## config.mk

```make
export PLATFORM = sky130hd
export DESIGN_NAME = tmfn_sqrt
export DESIGN_NICKNAME = d
export VERILOG_FILES = /design/src/design/tmfn_pkg.sv /design/src/design/tmfn_sqrt.sv
export SDC_FILE = /design/constraint.sdc
export NUM_CORES = 2
export LEC_CHECK = 0
export BUFFER_PORTS_ARGS = -buffer_cell sky130_fd_sc_hd__buf_2
export CORE_MARGIN = 2
export CORE_UTILIZATION = 60
export CTS_CLUSTER_SIZE = 14
export DETAILED_ROUTE_END_ITERATION = 7
export PLACE_DENSITY = 0.81
export SYNTH_ARGS = -nofsm -noshare
export SYNTH_HDL_FRONTEND = slang
export SYNTH_MEMORY_MAX_BITS = 65536
export SYNTH_SLANG_ARGS = --single-unit
```

## constraint.sdc

```tcl
create_clock -name clk -period 7.5 [get_ports clk]
set_input_delay 1.5 -clock clk [delete_from_list [all_inputs] [get_ports clk]]
set_output_delay 1.5 -clock clk [all_outputs]
set_load 0.02 [all_outputs]
```

## src/design/tmfn_pkg.sv

```systemverilog
package tmfn_pkg;

  // Fixed-point format of every Q value in the block.
  localparam int FRAC_BITS = 16;

  // Field widths.
  localparam int IN_W  = 32;
  localparam int OUT_W = 32;
  localparam int NRM_W = 18;

  // Divider: numerator and denominator magnitudes, partial remainder, quotient.
  localparam int DEN_W     = 34;
  localparam int REM_W     = FRAC_BITS + 36;
  localparam int Q_W       = 32;
  localparam int DIV_STEPS = Q_W;
  localparam int DIV_LAT   = DIV_STEPS + 1;

  // Square root: radicand, partial remainder and root widths.
  localparam int RAD_W      = 66;
  localparam int SQ_REM_W   = 37;
  localparam int ROOT_W     = 34;
  localparam int SQRT_STEPS = RAD_W / 2;
  localparam int SQRT_LAT   = SQRT_STEPS + 2;

  // Cycles from an accepted item to its result strobe: three front stages,
  // the square root, the dividers and the output stage.
  localparam int LATENCY = 4 + SQRT_LAT + DIV_LAT;

  // Face codes; any other code selects the first face.
  localparam logic [1:0] FACE_SECOND = 2'd1;
  localparam logic [1:0] FACE_THIRD  = 2'd2;

  // Status codes.
  typedef enum logic [1:0] {
    ST_OK     = 2'd0,
    ST_ZERO_J = 2'd1,
    ST_ZERO_N = 2'd2
  } status_t;

  // Side information that travels with an item alongside the arithmetic units.
  typedef struct packed {
    logic signed [OUT_W-1:0] jq;
    logic [OUT_W-1:0]        jqm;
    logic                    jz;
    logic                    nz;
    logic [IN_W-1:0]         m_ys;
    logic [IN_W-1:0]         m_yr;
    logic [IN_W-1:0]         m_xs;
    logic [IN_W-1:0]         m_xr;
    logic [IN_W-1:0]         mx;
    logic [IN_W-1:0]         my;
    logic                    neg_rx;
    logic                    neg_ry;
    logic                    neg_sx;
    logic                    neg_sy;
    logic                    neg_nx;
    logic                    neg_ny;
    logic                    last;
  } side_t;

  // Applies a sign to a clamped quotient and saturates to the 32-bit range.
  function automatic logic [OUT_W-1:0] sat_out(input logic [Q_W-1:0] q, input logic neg);
    logic [OUT_W-1:0] r;
    if (neg) begin
      r = q[Q_W-1] ? {1'b1, {(OUT_W-1){1'b0}}} : OUT_W'({Q_W{1'b0}} - q);
    end else begin
      r = q[Q_W-1] ? {1'b0, {(OUT_W-1){1'b1}}} : OUT_W'(q);
    end
    return r;
  endfunction

  // Applies a sign to a clamped quotient and saturates to the normal range.
  function automatic logic [NRM_W-1:0] sat_nrm(input logic [Q_W-1:0] q, input logic neg);
    logic [NRM_W-1:0] r;
    logic             big;
    big = |q[Q_W-1:NRM_W-1];
    if (neg) begin
      r = big ? {1'b1, {(NRM_W-1){1'b0}}} : NRM_W'({NRM_W{1'b0}} - q[NRM_W-1:0]);
    end else begin
      r = big ? {1'b0, {(NRM_W-1){1'b1}}} : q[NRM_W-1:0];
    end
    return r;
  endfunction

endpackage

```

## src/design/tmfn_sqrt.sv

```systemverilog
// Pipelined digit-by-digit square root with round to nearest.
module tmfn_sqrt (
  input  logic                          clk,
  input  logic [tmfn_pkg::RAD_W-1:0]    rad_in,
  output logic [tmfn_pkg::ROOT_W-1:0]   root_out
);

  logic [tmfn_pkg::RAD_W-1:0]    rad       [0:tmfn_pkg::SQRT_STEPS];
  logic [tmfn_pkg::SQ_REM_W-1:0] rem       [0:tmfn_pkg::SQRT_STEPS];
  logic [tmfn_pkg::ROOT_W-1:0]   root      [0:tmfn_pkg::SQRT_STEPS];
  logic [tmfn_pkg::SQ_REM_W-1:0] rem_next  [0:tmfn_pkg::SQRT_STEPS-1];
  logic [tmfn_pkg::SQRT_STEPS-1:0] ge;

  // Each stage brings down one pair of radicand bits and tries one root bit.
  always_comb begin
    logic [tmfn_pkg::SQ_REM_W-1:0] shifted;
    logic [tmfn_pkg::SQ_REM_W-1:0] trial;
    for (int k = 0; k < tmfn_pkg::SQRT_STEPS; k++) begin
      shifted = {rem[k][tmfn_pkg::SQ_REM_W-3:0],
                 rad[k][tmfn_pkg::RAD_W-1:tmfn_pkg::RAD_W-2]};
      trial   = tmfn_pkg::SQ_REM_W'({root[k], 2'b01});
      ge[k]   = shifted >= trial;
      rem_next[k] = ge[k] ? shifted - trial : shifted;
    end
  end

  always_ff @(posedge clk) begin
    rad[0]  <= rad_in;
    rem[0]  <= '0;
    root[0] <= '0;
    for (int k = 0; k < tmfn_pkg::SQRT_STEPS; k++) begin
      rad[k+1]  <= rad[k] << 2;
      rem[k+1]  <= rem_next[k];
      root[k+1] <= {root[k][tmfn_pkg::ROOT_W-2:0], ge[k]};
    end
    // Round up when the remainder exceeds the truncated root.
    root_out <= (rem[tmfn_pkg::SQRT_STEPS]
                 > tmfn_pkg::SQ_REM_W'(root[tmfn_pkg::SQRT_STEPS]))
              ? root[tmfn_pkg::SQRT_STEPS] + tmfn_pkg::ROOT_W'(1)
              : root[tmfn_pkg::SQRT_STEPS];
  end

endmodule

```

Word-level counts from Yosys, hierarchy flattened:

Memories as Yosys holds them, arrays and structs flattened.
Index checks and enable logic that the tools add are counted.

* add/sub/neg operators: 34
* magnitude comparators: 34
* muxes and demuxes: 34

Operator list (count)
* 37-bit by 36-bit >= comparator with 1-bit output: 33
* 37-bit two-way mux: 33
* 37-bit by 36-bit subtractor with 37-bit output: 33
* 37-bit by 34-bit > comparator with 1-bit output: 1
* 34-bit by 1-bit adder with 34-bit output (second input constant): 1
* 34-bit two-way mux: 1

* flip-flop bits (word level): 34
* bits in writable memories: 4658
* bits of input ports: 67
* output and inout bits: 34
* logic and storage cells: 106
* memories: 3

Memory list
* rad: words 34, width 66, read ports 33, clocked after memory_dff 0, write ports 34, line tmfn_sqrt.sv:8 `logic [tmfn_pkg::RAD_W-1:0] rad [0:tmfn_pkg::SQRT_STEPS];`
* rem: words 34, width 37, read ports 34, clocked after memory_dff 0, write ports 34, line tmfn_sqrt.sv:9 `logic [tmfn_pkg::SQ_REM_W-1:0] rem [0:tmfn_pkg::SQRT_STEPS];`
* root: words 34, width 34, read ports 34, clocked after memory_dff 0, write ports 34, line tmfn_sqrt.sv:10 `logic [tmfn_pkg::ROOT_W-1:0] root [0:tmfn_pkg::SQRT_STEPS];`

Depth between registers and ports, before layout:

An unclocked memory read counts as a cell.

* word-level depth: 3
* depth in mapped cells: 15
* gate-level depth less buffers: 14

Worst setup path after synthesis:

Ideal clock, no wire load.

* kind: register to register
* start: mem root[30][3] (netlist name)
* end: mem rem[31][14] (netlist name)
* setup time: 133 ps
* data arrival time: 3388 ps
* data required time: 7367 ps
* setup slack: 3980 ps
* stages on the path, launching flop included: 15
* path buffers: 2
* period minus slack after synthesis: 3520 ps
* cells stage by stage: dfxtp_1 inv_1 ha_1 a21o_1 a21o_1 a221o_1 a21oi_1 o41ai_1 and3b_1 o311a_1 or4b_1 buf_2 clkbuf_1 nor2_1 a21oi_1

RTL lines (line)
* start: declaration: tmfn_sqrt.sv:10
* end: declaration: tmfn_sqrt.sv:9

==> flow_summary_export.csv <==
group,metric,value,unit
final_layout,multi_input_area,43200,um^2
clock_network,clk_path_buf_depth,4,
hold_path,min_to,"rad[17][45]$_DFF_P_",
detailed_routing,wl,228000,um
setup_path,crit_fanout,32,
power_and_ir_drop,total_power,40.0,mW
detailed_routing,drc,0,
floorplanning,row_count,152,
synthesis,syn_area_per_cell,10.1,um^2
setup_path,end_kind,"flip-flop",
synthesis,synthTopCellsByCount,"dfxtp_1 (2821), inv_1 (804), nand2_1 (694), nor2_1 (674), a21oi_1 (663)",
synthesis,ys_seq_elements,2821,
placed_design,dpl.hpwl,168000,um
timing,grt_setup_unrepaired,"no",
setup_path,required,8.28,ns
clock_network,cts_max_level,5,
timing,finalCritPeriodShare,60.5,%
detailed_routing,ant_nets,0,
timing,worst_pin_slew,1.19,ns
synthesis,yosys.area.top_type_share,54.6,%
final_layout,drive_above_1_share,7.25,%
clock_network,numCtsBuffers,291,
final_layout,fillCellCount,13000,
synthesis,synth_area_leaders,"dfxtp_1 (55%), ha_1 (7.7%), xnor2_1 (4.5%)",
synthesis,syn-num-nets,10900,
clock_network,cts_sinks,2821,
setup_path,r2r-start,"root[30][3]$_DFF_P_",
synthesis,synthCells,10200,
placed_design,gp_routability_congestion,0.941,
setup_path,path_class,"flip-flop to flip-flop",
setup_path,timing.rr.end,"rem[31][7]$_DFF_P_",
clock_network,post_cts_buffers,0,
synthesis,yosysMostFrequentCell,"dfxtp_1",
timing,timing.final.hold_violations,0,
clock_network,cts_resized,0,
floorplanning,dieArea,176000,um^2
setup_path,rr_worst_depth,12,
detailed_routing,wl_per_cell,17.6,um
timing,max_slew_margin,20.3,%
global_routing,grt_pass1_wl,364000,um
hold_path,whs_path_depth,0,
detailed_routing,drt-pass1-iter-count,8,
detailed_routing,vias_per_cell,5.51,
synthesis,synthFlopType,"dfxtp_1",
synthesis,synth.largest_area_cell,"dfxtp_1",
global_routing,antenna_found_initial,5,
clock_network,cts_hold_buffers,0,
setup_path,reg2reg_slack,2.97,ns
floorplanning,start_util,60.3,%
floorplanning,die_y,419,um
hold_path,hp-start,"rad[16][43]$_DFF_P_",
global_routing,grt_use_total,25.7,%
timing,fin_crit,4.53,ns
final_layout,regArea,56500,um^2
synthesis,async_flop_share,0,%
final_layout,fin_nets,11100,
floorplanning,die_width,419,um
timing,fin_skew,0.0567,ns
synthesis,yosysWarnings,0,
detailed_routing,routed-via-count,71200,
global_routing,grt_pass1_vias,70700,
synthesis,synth-edff-count,0,
power_and_ir_drop,p_per_area,345,nW/um^2
synthesis,synth.distinct_cells,92,
run,drv_cap,0,
global_routing,grt_max_degree,62,
floorplanning,num_io_pins,101,
setup_path,start_kind,"flip-flop",
detailed_routing,drtIter0Drc,5170,
synthesis,ys_seq_area_share,54.6,%
setup_path,crit_arrival,5.31,ns
clock_network,cts_root_buffer,"clkbuf_16",
global_routing,overflow,0,
synthesis,syn_area,103000,um^2
clock_network,clock_latency,0.91,ns
timing,fmax,221,MHz
power_and_ir_drop,power_leakage,54.7,nW
hold_path,hold_class,"flip-flop to flip-flop",
clock_network,cts_tree,"yes",
timing,slew_violations,0,
power_and_ir_drop,vdd_drop_max,0.261,mV
floorplanning,core_area,171000,um^2
placed_design,io_buffer_count,100,
clock_network,cts.clk_slew.worst_paths,0.06,ns
timing,fin_setup_tns,0,ns
timing,setup-violations-final,0,
final_layout,syn_to_final_growth,12.0,%
run_status,status,"finished, final reports clean",
==> where the power goes <==
group | leakage, nW | total (mW) | internal, mW | switching (mW)
combinational | 26.5 | 6.46 | 2.87 | 3.59
sequential | 23.6 | 19.4 | 17.4 | 1.91
clock | 4.63 | 14.2 | 8.55 | 5.61
total | 54.7 | 40.0 | 28.9 | 11.1
==> kinds of logic after synthesis <==
| kind of cell | synth area share (%) |
|---|---|
| flops | 54.6 |
| simple gates | 12.8 |
| compound gates | 11.8 |
| buf+inv | 3.62 |
| xor+xnor | 8.19 |
| fa+ha+maj | 7.65 |
| mux | 1.28 |
| other cells | 0.00363 |
==> state kept, by name, indices dropped and copies added, names as in the netlist <==
signal / cells
root_out: 34
rem: 1104
rad: 1122
root: 561
==> how the worst max path moves through the flow <==
stage	cells after the start	to	startpoint
3_3_place_gp	12	rem[31][5]$_DFF_P_	root[30][3]$_DFF_P_
6_report	12	rem[31][7]$_DFF_P_	root[30][3]$_DFF_P_
2_1_floorplan	14	rem[31][14]$_DFF_P_	root[30][3]$_DFF_P_
5_1_grt	12	rem[31][7]$_DFF_P_	root[30][3]$_DFF_P_
3_5_place_dp	12	rem[31][5]$_DFF_P_	root[30][3]$_DFF_P_
4_1_cts	12	rem[31][7]$_DFF_P_	root[30][3]$_DFF_P_
==> worst max-delay path, cell delays in order (launching register included) <==
cell     delay, ns
dfxtp_1       0.33
inv_1         0.05
ha_1          0.33
a21o_1        0.23
a21o_1        0.18
a221o_1       0.33
a21oi_1       0.48
o41ai_1       0.25
and3b_1       0.25
o311a_1       0.36
or4b_2        0.90
buf_4         0.37
mux2_2        0.32
==> layer usage <==
metal  up-vias  global-route usage (%)  part of all wire [%]
li1      35300                       -                     -
met4         4                    11.4                   4.4
met2      1878                    46.0                    50
met1     33500                    30.5                    42
met5         -                       0                 0.011
met3       612                    3.41                   4.2
==> stage by stage <==
step	area [um^2]	hold slack (ns)	utilization, %	cells	setup WS (ns)
3_3_place_gp	106000	0.310	62.0	12400	3.05
4_1_cts	116000	0.292	67.5	12900	2.96
6_report	116000	0.293	67.5	12900	2.97
3_5_place_dp	106000	0.312	62.0	12400	3.01
5_1_grt	116000	0.302	67.5	12900	2.69
2_1_floorplan	103000	0.310	-	10200	3.98
==> layout make-up <==
| class | instances | area share [%] |
|---|---|---|
| Antenna cell | 4 | 0.00865 |
| Clock buffer | 396 | 7.17 |
| Clock inverter | 88 | 0.980 |
| Inverter | 808 | 2.62 |
| Multi-Input combinational cell | 6386 | 37.4 |
| Sequential cell | 2821 | 48.8 |
| Tap cell | 2310 | 2.50 |
| Timing Repair Buffer | 119 | 0.556 |
==> cells in the final DEF, fill, tap and decap left out, types with 54 or more instances in the layout <==
cell,n
a21o_1,248
a21oi_1,660
and3_1,56
buf_2,100
clkbuf_16,295
clkbuf_8,54
dfxtp_1,2821
ha_1,632
inv_1,804
mux2_2,108
nand2_1,694
nand2b_1,129
nand3_1,173
nand4_1,113
nor2_1,673
nor2b_1,70
nor3_1,264
nor4_1,135
o21a_1,102
o21ai_0,486
o21bai_1,60
o31ai_1,68
or3_1,111
or4_1,70
xnor2_1,527
xor2_1,440
(Power assumes the default switching activity.)
