### src/design/tmfn_pkg.sv
package tmfn_pkg;

  // Fixed-point format of every Q value in the block.
  localparam int FRAC_BITS = 16;

  // Field widths.
  localparam int IN_W  = 32;
  localparam int OUT_W = 32;
  localparam int NRM_W = 18;

  // Divider: numerator and denominator magnitudes, partial remainder, quotient.
  localparam int DEN_W     = 34;
  localparam int REM_W     = FRAC_BITS + 36;
  localparam int Q_W       = 32;
  localparam int DIV_STEPS = Q_W;
  localparam int DIV_LAT   = DIV_STEPS + 1;

  // Square root: radicand, partial remainder and root widths.
  localparam int RAD_W      = 66;
  localparam int SQ_REM_W   = 37;
  localparam int ROOT_W     = 34;
  localparam int SQRT_STEPS = RAD_W / 2;
  localparam int SQRT_LAT   = SQRT_STEPS + 2;

  // Cycles from an accepted item to its result strobe: three front stages,
  // the square root, the dividers and the output stage.
  localparam int LATENCY = 4 + SQRT_LAT + DIV_LAT;

  // Face codes; any other code selects the first face.
  localparam logic [1:0] FACE_SECOND = 2'd1;
  localparam logic [1:0] FACE_THIRD  = 2'd2;

  // Status codes.
  typedef enum logic [1:0] {
    ST_OK     = 2'd0,
    ST_ZERO_J = 2'd1,
    ST_ZERO_N = 2'd2
  } status_t;

  // Side information that travels with an item alongside the arithmetic units.
  typedef struct packed {
    logic signed [OUT_W-1:0] jq;
    logic [OUT_W-1:0]        jqm;
    logic                    jz;
    logic                    nz;
    logic [IN_W-1:0]         m_ys;
    logic [IN_W-1:0]         m_yr;
    logic [IN_W-1:0]         m_xs;
    logic [IN_W-1:0]         m_xr;
    logic [IN_W-1:0]         mx;
    logic [IN_W-1:0]         my;
    logic                    neg_rx;
    logic                    neg_ry;
    logic                    neg_sx;
    logic                    neg_sy;
    logic                    neg_nx;
    logic                    neg_ny;
    logic                    last;
  } side_t;

  // Applies a sign to a clamped quotient and saturates to the 32-bit range.
  function automatic logic [OUT_W-1:0] sat_out(input logic [Q_W-1:0] q, input logic neg);
    logic [OUT_W-1:0] r;
    if (neg) begin
      r = q[Q_W-1] ? {1'b1, {(OUT_W-1){1'b0}}} : OUT_W'({Q_W{1'b0}} - q);
    end else begin
      r = q[Q_W-1] ? {1'b0, {(OUT_W-1){1'b1}}} : OUT_W'(q);
    end
    return r;
  endfunction

  // Applies a sign to a clamped quotient and saturates to the normal range.
  function automatic logic [NRM_W-1:0] sat_nrm(input logic [Q_W-1:0] q, input logic neg);
    logic [NRM_W-1:0] r;
    logic             big;
    big = |q[Q_W-1:NRM_W-1];
    if (neg) begin
      r = big ? {1'b1, {(NRM_W-1){1'b0}}} : NRM_W'({NRM_W{1'b0}} - q[NRM_W-1:0]);
    end else begin
      r = big ? {1'b0, {(NRM_W-1){1'b1}}} : q[NRM_W-1:0];
    end
    return r;
  endfunction

endpackage

### src/design/tmfn_div.sv
// Pipelined restoring divider: rounded quotient of num scaled by the fraction
// bits over den. A quotient that reaches the top bit is clamped there.
module tmfn_div (
  input  logic                          clk,
  input  logic [tmfn_pkg::DEN_W-1:0]    num,
  input  logic [tmfn_pkg::DEN_W-1:0]    den,
  output logic [tmfn_pkg::Q_W-1:0]      quot
);

  logic [tmfn_pkg::REM_W-1:0] rem      [0:tmfn_pkg::DIV_STEPS];
  logic [tmfn_pkg::DEN_W-1:0] dv       [0:tmfn_pkg::DIV_STEPS];
  logic [tmfn_pkg::Q_W-1:0]   qv       [0:tmfn_pkg::DIV_STEPS];
  logic [tmfn_pkg::REM_W-1:0] rem_next [0:tmfn_pkg::DIV_STEPS-1];
  logic [tmfn_pkg::DIV_STEPS-1:0] ge;

  // Each stage tries one quotient bit, from the top bit down.
  always_comb begin
    for (int k = 0; k < tmfn_pkg::DIV_STEPS; k++) begin
      ge[k] = (rem[k] >> (tmfn_pkg::DIV_STEPS - 1 - k)) >= tmfn_pkg::REM_W'(dv[k]);
      rem_next[k] = ge[k]
        ? rem[k] - (tmfn_pkg::REM_W'(dv[k]) << (tmfn_pkg::DIV_STEPS - 1 - k))
        : rem[k];
    end
  end

  // Entry stage adds half the divisor for rounding; then one bit a stage.
  always_ff @(posedge clk) begin
    rem[0] <= (tmfn_pkg::REM_W'(num) << tmfn_pkg::FRAC_BITS)
              + tmfn_pkg::REM_W'(den >> 1);
    dv[0]  <= den;
    qv[0]  <= '0;
    for (int k = 0; k < tmfn_pkg::DIV_STEPS; k++) begin
      rem[k+1] <= rem_next[k];
      dv[k+1]  <= dv[k];
      qv[k+1]  <= {qv[k][tmfn_pkg::Q_W-2:0], ge[k]};
    end
  end

  // A set top bit means the quotient is at or past the saturation limit.
  assign quot = qv[tmfn_pkg::DIV_STEPS][tmfn_pkg::Q_W-1]
              ? {1'b1, {(tmfn_pkg::Q_W-1){1'b0}}}
              : qv[tmfn_pkg::DIV_STEPS];

endmodule

### config.mk
export PLATFORM = sky130hd
export DESIGN_NAME = tmfn_div
export DESIGN_NICKNAME = d
export VERILOG_FILES = /design/src/design/tmfn_pkg.sv /design/src/design/tmfn_div.sv
export SDC_FILE = /design/constraint.sdc
export NUM_CORES = 2
export LEC_CHECK = 0
export BUFFER_PORTS_ARGS = -buffer_cell sky130_fd_sc_hd__buf_2
export CORE_MARGIN = 2
export CORE_UTILIZATION = 57
export CTS_CLUSTER_SIZE = 14
export DETAILED_ROUTE_END_ITERATION = 6
export PLACE_DENSITY = 0.79
export SLEW_MARGIN = 30
export SYNTH_ARGS = -nofsm -noshare
export SYNTH_HDL_FRONTEND = slang
export SYNTH_SLANG_ARGS = --single-unit
### constraint.sdc
create_clock -name clk -period 3.3 [get_ports clk]
set_input_delay 0.495 -clock clk [delete_from_list [all_inputs] [get_ports clk]]
set_output_delay 0.495 -clock clk [all_outputs]
set_load 0.01 [all_outputs]
Yosys cells after proc, flatten, opt, wreduce, memory -nomap -nowiden
Memory sizes are Yosys's and may differ from the RTL's.
Index checks and enable logic that the tools add are counted.
Widths: inputs -> output; s select.
{"block": "classes", "n_eq_ne": 0, "add_sub_neg": 33, "multipliers": 0, "n_reduce_logical": 0, "bitwise_logic": 0, "div_mod_pow": 0, "n_shift": 0, "magnitude_cmp": 32, "mux": 33}
{"operator": "$mux 52", "n": 32}
{"operator": "$sub 52x52->52", "n": 14}
{"operator": "$ge 52x34->1", "n": 1}
{"operator": "$sub 52x34->52", "n": 1}
{"operator": "$sub 52x35->52", "n": 1}
{"operator": "$sub 52x36->52", "n": 1}
{"operator": "$sub 52x37->52", "n": 1}
{"operator": "$sub 52x38->52", "n": 1}
{"operator": "$sub 52x39->52", "n": 1}
{"operator": "$sub 52x40->52", "n": 1}
{"operator": "$sub 52x41->52", "n": 1}
{"operator": "$sub 52x42->52", "n": 1}
{"operator": "$sub 52x43->52", "n": 1}
{"operator": "$sub 52x44->52", "n": 1}
{"operator": "$sub 52x45->52", "n": 1}
{"operator": "$sub 52x46->52", "n": 1}
{"operator": "$sub 52x47->52", "n": 1}
{"operator": "$sub 52x48->52", "n": 1}
{"operator": "$sub 52x49->52", "n": 1}
{"operator": "$sub 52x50->52", "n": 1}
{"operator": "$sub 52x51->52", "n": 1}
{"operator": "$add 50x33->51", "n": 1}
{"operator": "$ge 51x34->1", "n": 1}
{"operator": "$ge 50x34->1", "n": 1}
{"operator": "30 further kinds", "n": 30}
{"block": "word_totals", "memories": 3, "mem_bits_ro": 0, "wordCells": 101, "latch_bits": 0, "output_inout_bits": 32, "mem_bits_rw": 3894, "ff_bits": 0}
{"name": "rem", "words": 33, "word_bits": 52, "read_ports": 32, "rd_ports_with_merged_regs": 0, "wr": 33, "line": "tmfn_div.sv:10", "rtl": "logic [tmfn_pkg::REM_W-1:0] rem [0:tmfn_pkg::DIV_STEPS];"}
{"name": "dv", "words": 33, "word_bits": 34, "read_ports": 32, "rd_ports_with_merged_regs": 0, "wr": 33, "line": "tmfn_div.sv:11", "rtl": "logic [tmfn_pkg::DEN_W-1:0] dv [0:tmfn_pkg::DIV_STEPS];"}
{"name": "qv", "words": 33, "word_bits": 32, "read_ports": 33, "rd_ports_with_merged_regs": 0, "wr": 33, "line": "tmfn_div.sv:12", "rtl": "logic [tmfn_pkg::Q_W-1:0] qv [0:tmfn_pkg::DIV_STEPS];"}

Longest topological paths before layout
{"block": "logic_depth", "depth_word": 2, "mapped_depth": 16, "ltp_nobuf": 14}

Worst setup path before layout
No wires, ideal clock.
{"block": "synth_timing", "path_type": "register to register", "from": "memory dv[0][725] (netlist name)", "to": "memory rem[0][1155] (netlist name)", "path_stages_with_launch": 15, "slack_ns": -0.078, "required_ns": 3.179, "period_less_slack_ns": 3.378, "arrival_time_ns": 3.257, "path_cell_list": "dfxtp_1 -> inv_1 -> ha_1 -> inv_1 -> fa_1 -> a21o_1 -> a21oi_1 -> nor2b_1 -> o31ai_1 -> o211ai_1 -> o21ai_2 -> o31ai_2 -> a31oi_2 -> buf_2 -> mux2_2"}
{"item": "from (decl)", "line": "tmfn_div.sv:11"}
{"item": "to (decl)", "line": "tmfn_div.sv:10"}

==> results.yml <==
floorplanning:
  start_util_pct: 57.18
  die_w_um: 475.6
  ioPinCount: 101
  rows: 173
  die_area_mm2: 0.2262
  die_y_um: 475.6
  design.core.area_mm2: 0.2217
route:
  dr.pass1.iters: 7
  drc: 1
  drt_iter0_markers: 7686
  final_antenna_net_count: 0
  routed_wirelength_um: 339500
  vias: 100800
  wl_per_cell_um: 19.16
  via_per_inst: 5.692
setup_path:
  setup.worst_path.start_class: "flip-flop"
  critPathKind: "reg -> reg"
  crit_arrival_ns: 4.31
  critPathRequiredTime_ns: 4.10
  crit_path_end_kind: "flip-flop"
  critPathMaxFanout: 8
global_routing:
  grt_usage_pct: 27.99
  met3_usage_pct: 4.088
  grt_pass1_wl_um: 509400
  grtUsageMet2_pct: 49.98
  antenna_found_initial: 9
  overflow: 0
  grt_start_max_net_pins: 58
  grt_use_met1_pct: 32.63
  grt_pass1_vias: 96710
  busiest_layer: "met2"
sta:
  period_minus_slack_ns: 3.514
  finalHoldViolations: 0
  fmax_mhz: 284.6
  finClkSkew_ns: 0.08225
  timing.final.crit_share_pct: 106.5
  slew_headroom_pct: 49.19
  slew_viol_final: 0
  rsz0062_at_grt: "yes"
  finalSetupViolations: 98
  setup_tns_ns: -9.177
  layout_setup_ws_ns: -0.2136
  tightest_slew_ns: 0.7563
placed_design:
  gp_congestion: 0.9489
  placed_area_mm2: 0.1354
  io_buffers: 100
  dp_hpwl_um: 245200
synthesis:
  yosys.area_share.simple_pct: 12.08
  synth_top_family_by_area: "compound AO/OA/AOI/OAI gates"
  ys_warn_count: 0
  avgSynthCellArea_um2: 9.401
  ys_seq_elements: 2887
  synth_fp_nets: 14600
  yosys.cell_types.count: 115
  async_flop_share_pct: 0
  synth_xor_area_share_pct: 6.772
  synth_compound_area_share_pct: 17.12
  muxShareOfSynthArea_pct: 3.136
  synth-edff-count: 0
  synthAdderAreaFrac_pct: 10.51
  syn-cell-area_mm2: 0.1267
  synthFlopType: "dfxtp_1"
  ys_seq_area_share_pct: 45.60
  synth_cells: 13480
finish:
  final_area_mm2: 0.1514
  area_growth_pct: 19.47
  final_util_pct: 68.32
  drive_gt1_share_pct: 15.94
  final_common_cell: "dfxtp_1"
  fin_nets: 15630
  layout_common_cells: "dfxtp_1, inv_1, nand2_1"
min_path:
  hold_class: "in -> reg"
clock_network:
  cts.sinks: 2887
  clk_pin_slew_ns: 0.06
  root_buffer: "clkbuf_16"
  cts_tree: "built"
  insertion_delay_ns: 0.97
  htreeDepth: 5
  cts_buffers: 310
  max-clock-path-buffers: 4
pwr:
  vdd_drop_max_mv: 0.7296
  powerDensity_mw_per_mm2: 938.1
  leakage_nw: 69.22
status:
  outcome: "finished with violations"
  violations: "design-rule violations, negative setup slack"
job:
  drv_cap: 0
-- sequential cells by signal, indices dropped and copies added, names as in the netlist --
| register | flops |
|---|---|
| dv | 1088 |
| rem | 1271 |
| qv | 528 |
-- worst max-delay path, cell delays in order (launching register included) --
cell	delay [ns]
dfxtp_2	0.32
inv_2	0.07
ha_4	0.13
inv_2	0.03
fa_2	0.36
a211oi_4	0.27
o21ai_2	0.10
a21oi_2	0.24
o31ai_4	0.09
a221o_1	0.38
a211o_1	0.31
a221oi_4	0.30
nand3_4	0.21
buf_12	0.25
mux2_4	0.29
-- synthesized netlist by cell type, drive strengths merged, types with 71 or more instances --
master | number | area share [%]
dfxtp | 2887 | 46
inv | 1266 | 3.7
a21oi | 1032 | 4.1
nand2 | 1018 | 3.0
ha | 1013 | 10
o21ai | 921 | 3.6
nor2 | 732 | 2.2
xnor2 | 560 | 3.9
a21o | 515 | 3.1
xor2 | 420 | 2.9
mux2 | 321 | 2.9
clkbuf | 234 | 0.69
nand3 | 220 | 0.88
nor3 | 196 | 0.79
nand4 | 179 | 0.88
nor2b | 168 | 0.83
nand2b | 137 | 0.68
o21a | 134 | 0.79
o21bai | 133 | 0.79
a31oi | 101 | 0.53
o31ai | 99 | 0.61
nor4 | 90 | 0.45
and3 | 88 | 0.43
a211oi | 86 | 0.53
buf | 84 | 0.34
or3 | 71 | 0.35
-- power by group --
part | internal (W) | total [W] | switching, W
Combinational | 0.0267 | 0.0586 | 0.0319
Clock | 0.0211 | 0.0349 | 0.0138
Sequential | 0.0424 | 0.0485 | 0.00611
Total | 0.0902 | 0.142 | 0.0519
-- through the flow --
step	cells	hold WS, ns	total power, W	setup WS (ns)
after floorplan	13480	0.3096	0.08550	0.009454
after global placement	16930	0.3098	0.1017	-0.1586
after detailed placement	16930	0.3121	0.1024	-0.2777
after CTS	17600	0.06166	0.1389	-0.1627
after global routing	17710	0.1058	0.1500	-0.3052
final	17710	0.1419	0.1421	-0.2136
-- cell type report --
class | instances | area (µm²)
Antenna cell | 6 | 15.01
Clock buffer | 412 | 8758
Clock inverter | 115 | 1511
Fill cell | 16480 | 70220
Inverter | 1267 | 4760
Multi-Input combinational cell | 9011 | 65730
Sequential cell | 2887 | 57850
Tap cell | 2975 | 3722
Timing Repair Buffer | 1040 | 9086
-- cells by family (layout without fill, tap and decap cells) --
family | after synthesis | in the layout
compound gates | 3462 | 3462
simple gates | 3166 | 3167
flops | 2887 | 2887
buf+inv | 1585 | 2834
fa+ha+maj | 1045 | 1045
xor+xnor | 980 | 980
mux | 357 | 357
other cells | 0 | 6
-- repair_timing --
| action | CTS | global route |
|---|---|---|
| hold buffers | 76 | 0 |
| hold endpoints to repair | 64 | 0 |
| endpoints found under the setup margin | 316 | 898 |
| buffers inserted | 50 | 94 |
| gates cloned | 9 | 26 |
| gates resized for setup | 209 | 561 |
| pin swaps | 66 | 224 |
-- per-layer routing --
layer / vias up / routed length [µm]
li1: 48870 / -
met1: 47160 / 134400
met2: 3637 / 167200
met3: 1160 / 19180
met4: 0 / 18650
met5: - / 0
-- path summary, 6_finish.rpt --
| path | start | cells after the start | slack [ns] | end |
|---|---|---|---|---|
| min reg2reg | rem[0][538]$_DFF_P_ | 0 | 0.28 | rem[0][590]$_DFF_P_ |
| max | dv[0][593]$_DFF_P_ | 14 | -0.21 | rem[0][978]$_DFF_P_ |
| min | num[2] | 3 | 0.14 | rem[0][18]$_DFF_P_ |
| max reg2reg | dv[0][593]$_DFF_P_ | 14 | -0.21 | rem[0][978]$_DFF_P_ |
(Power assumes the default switching activity.)
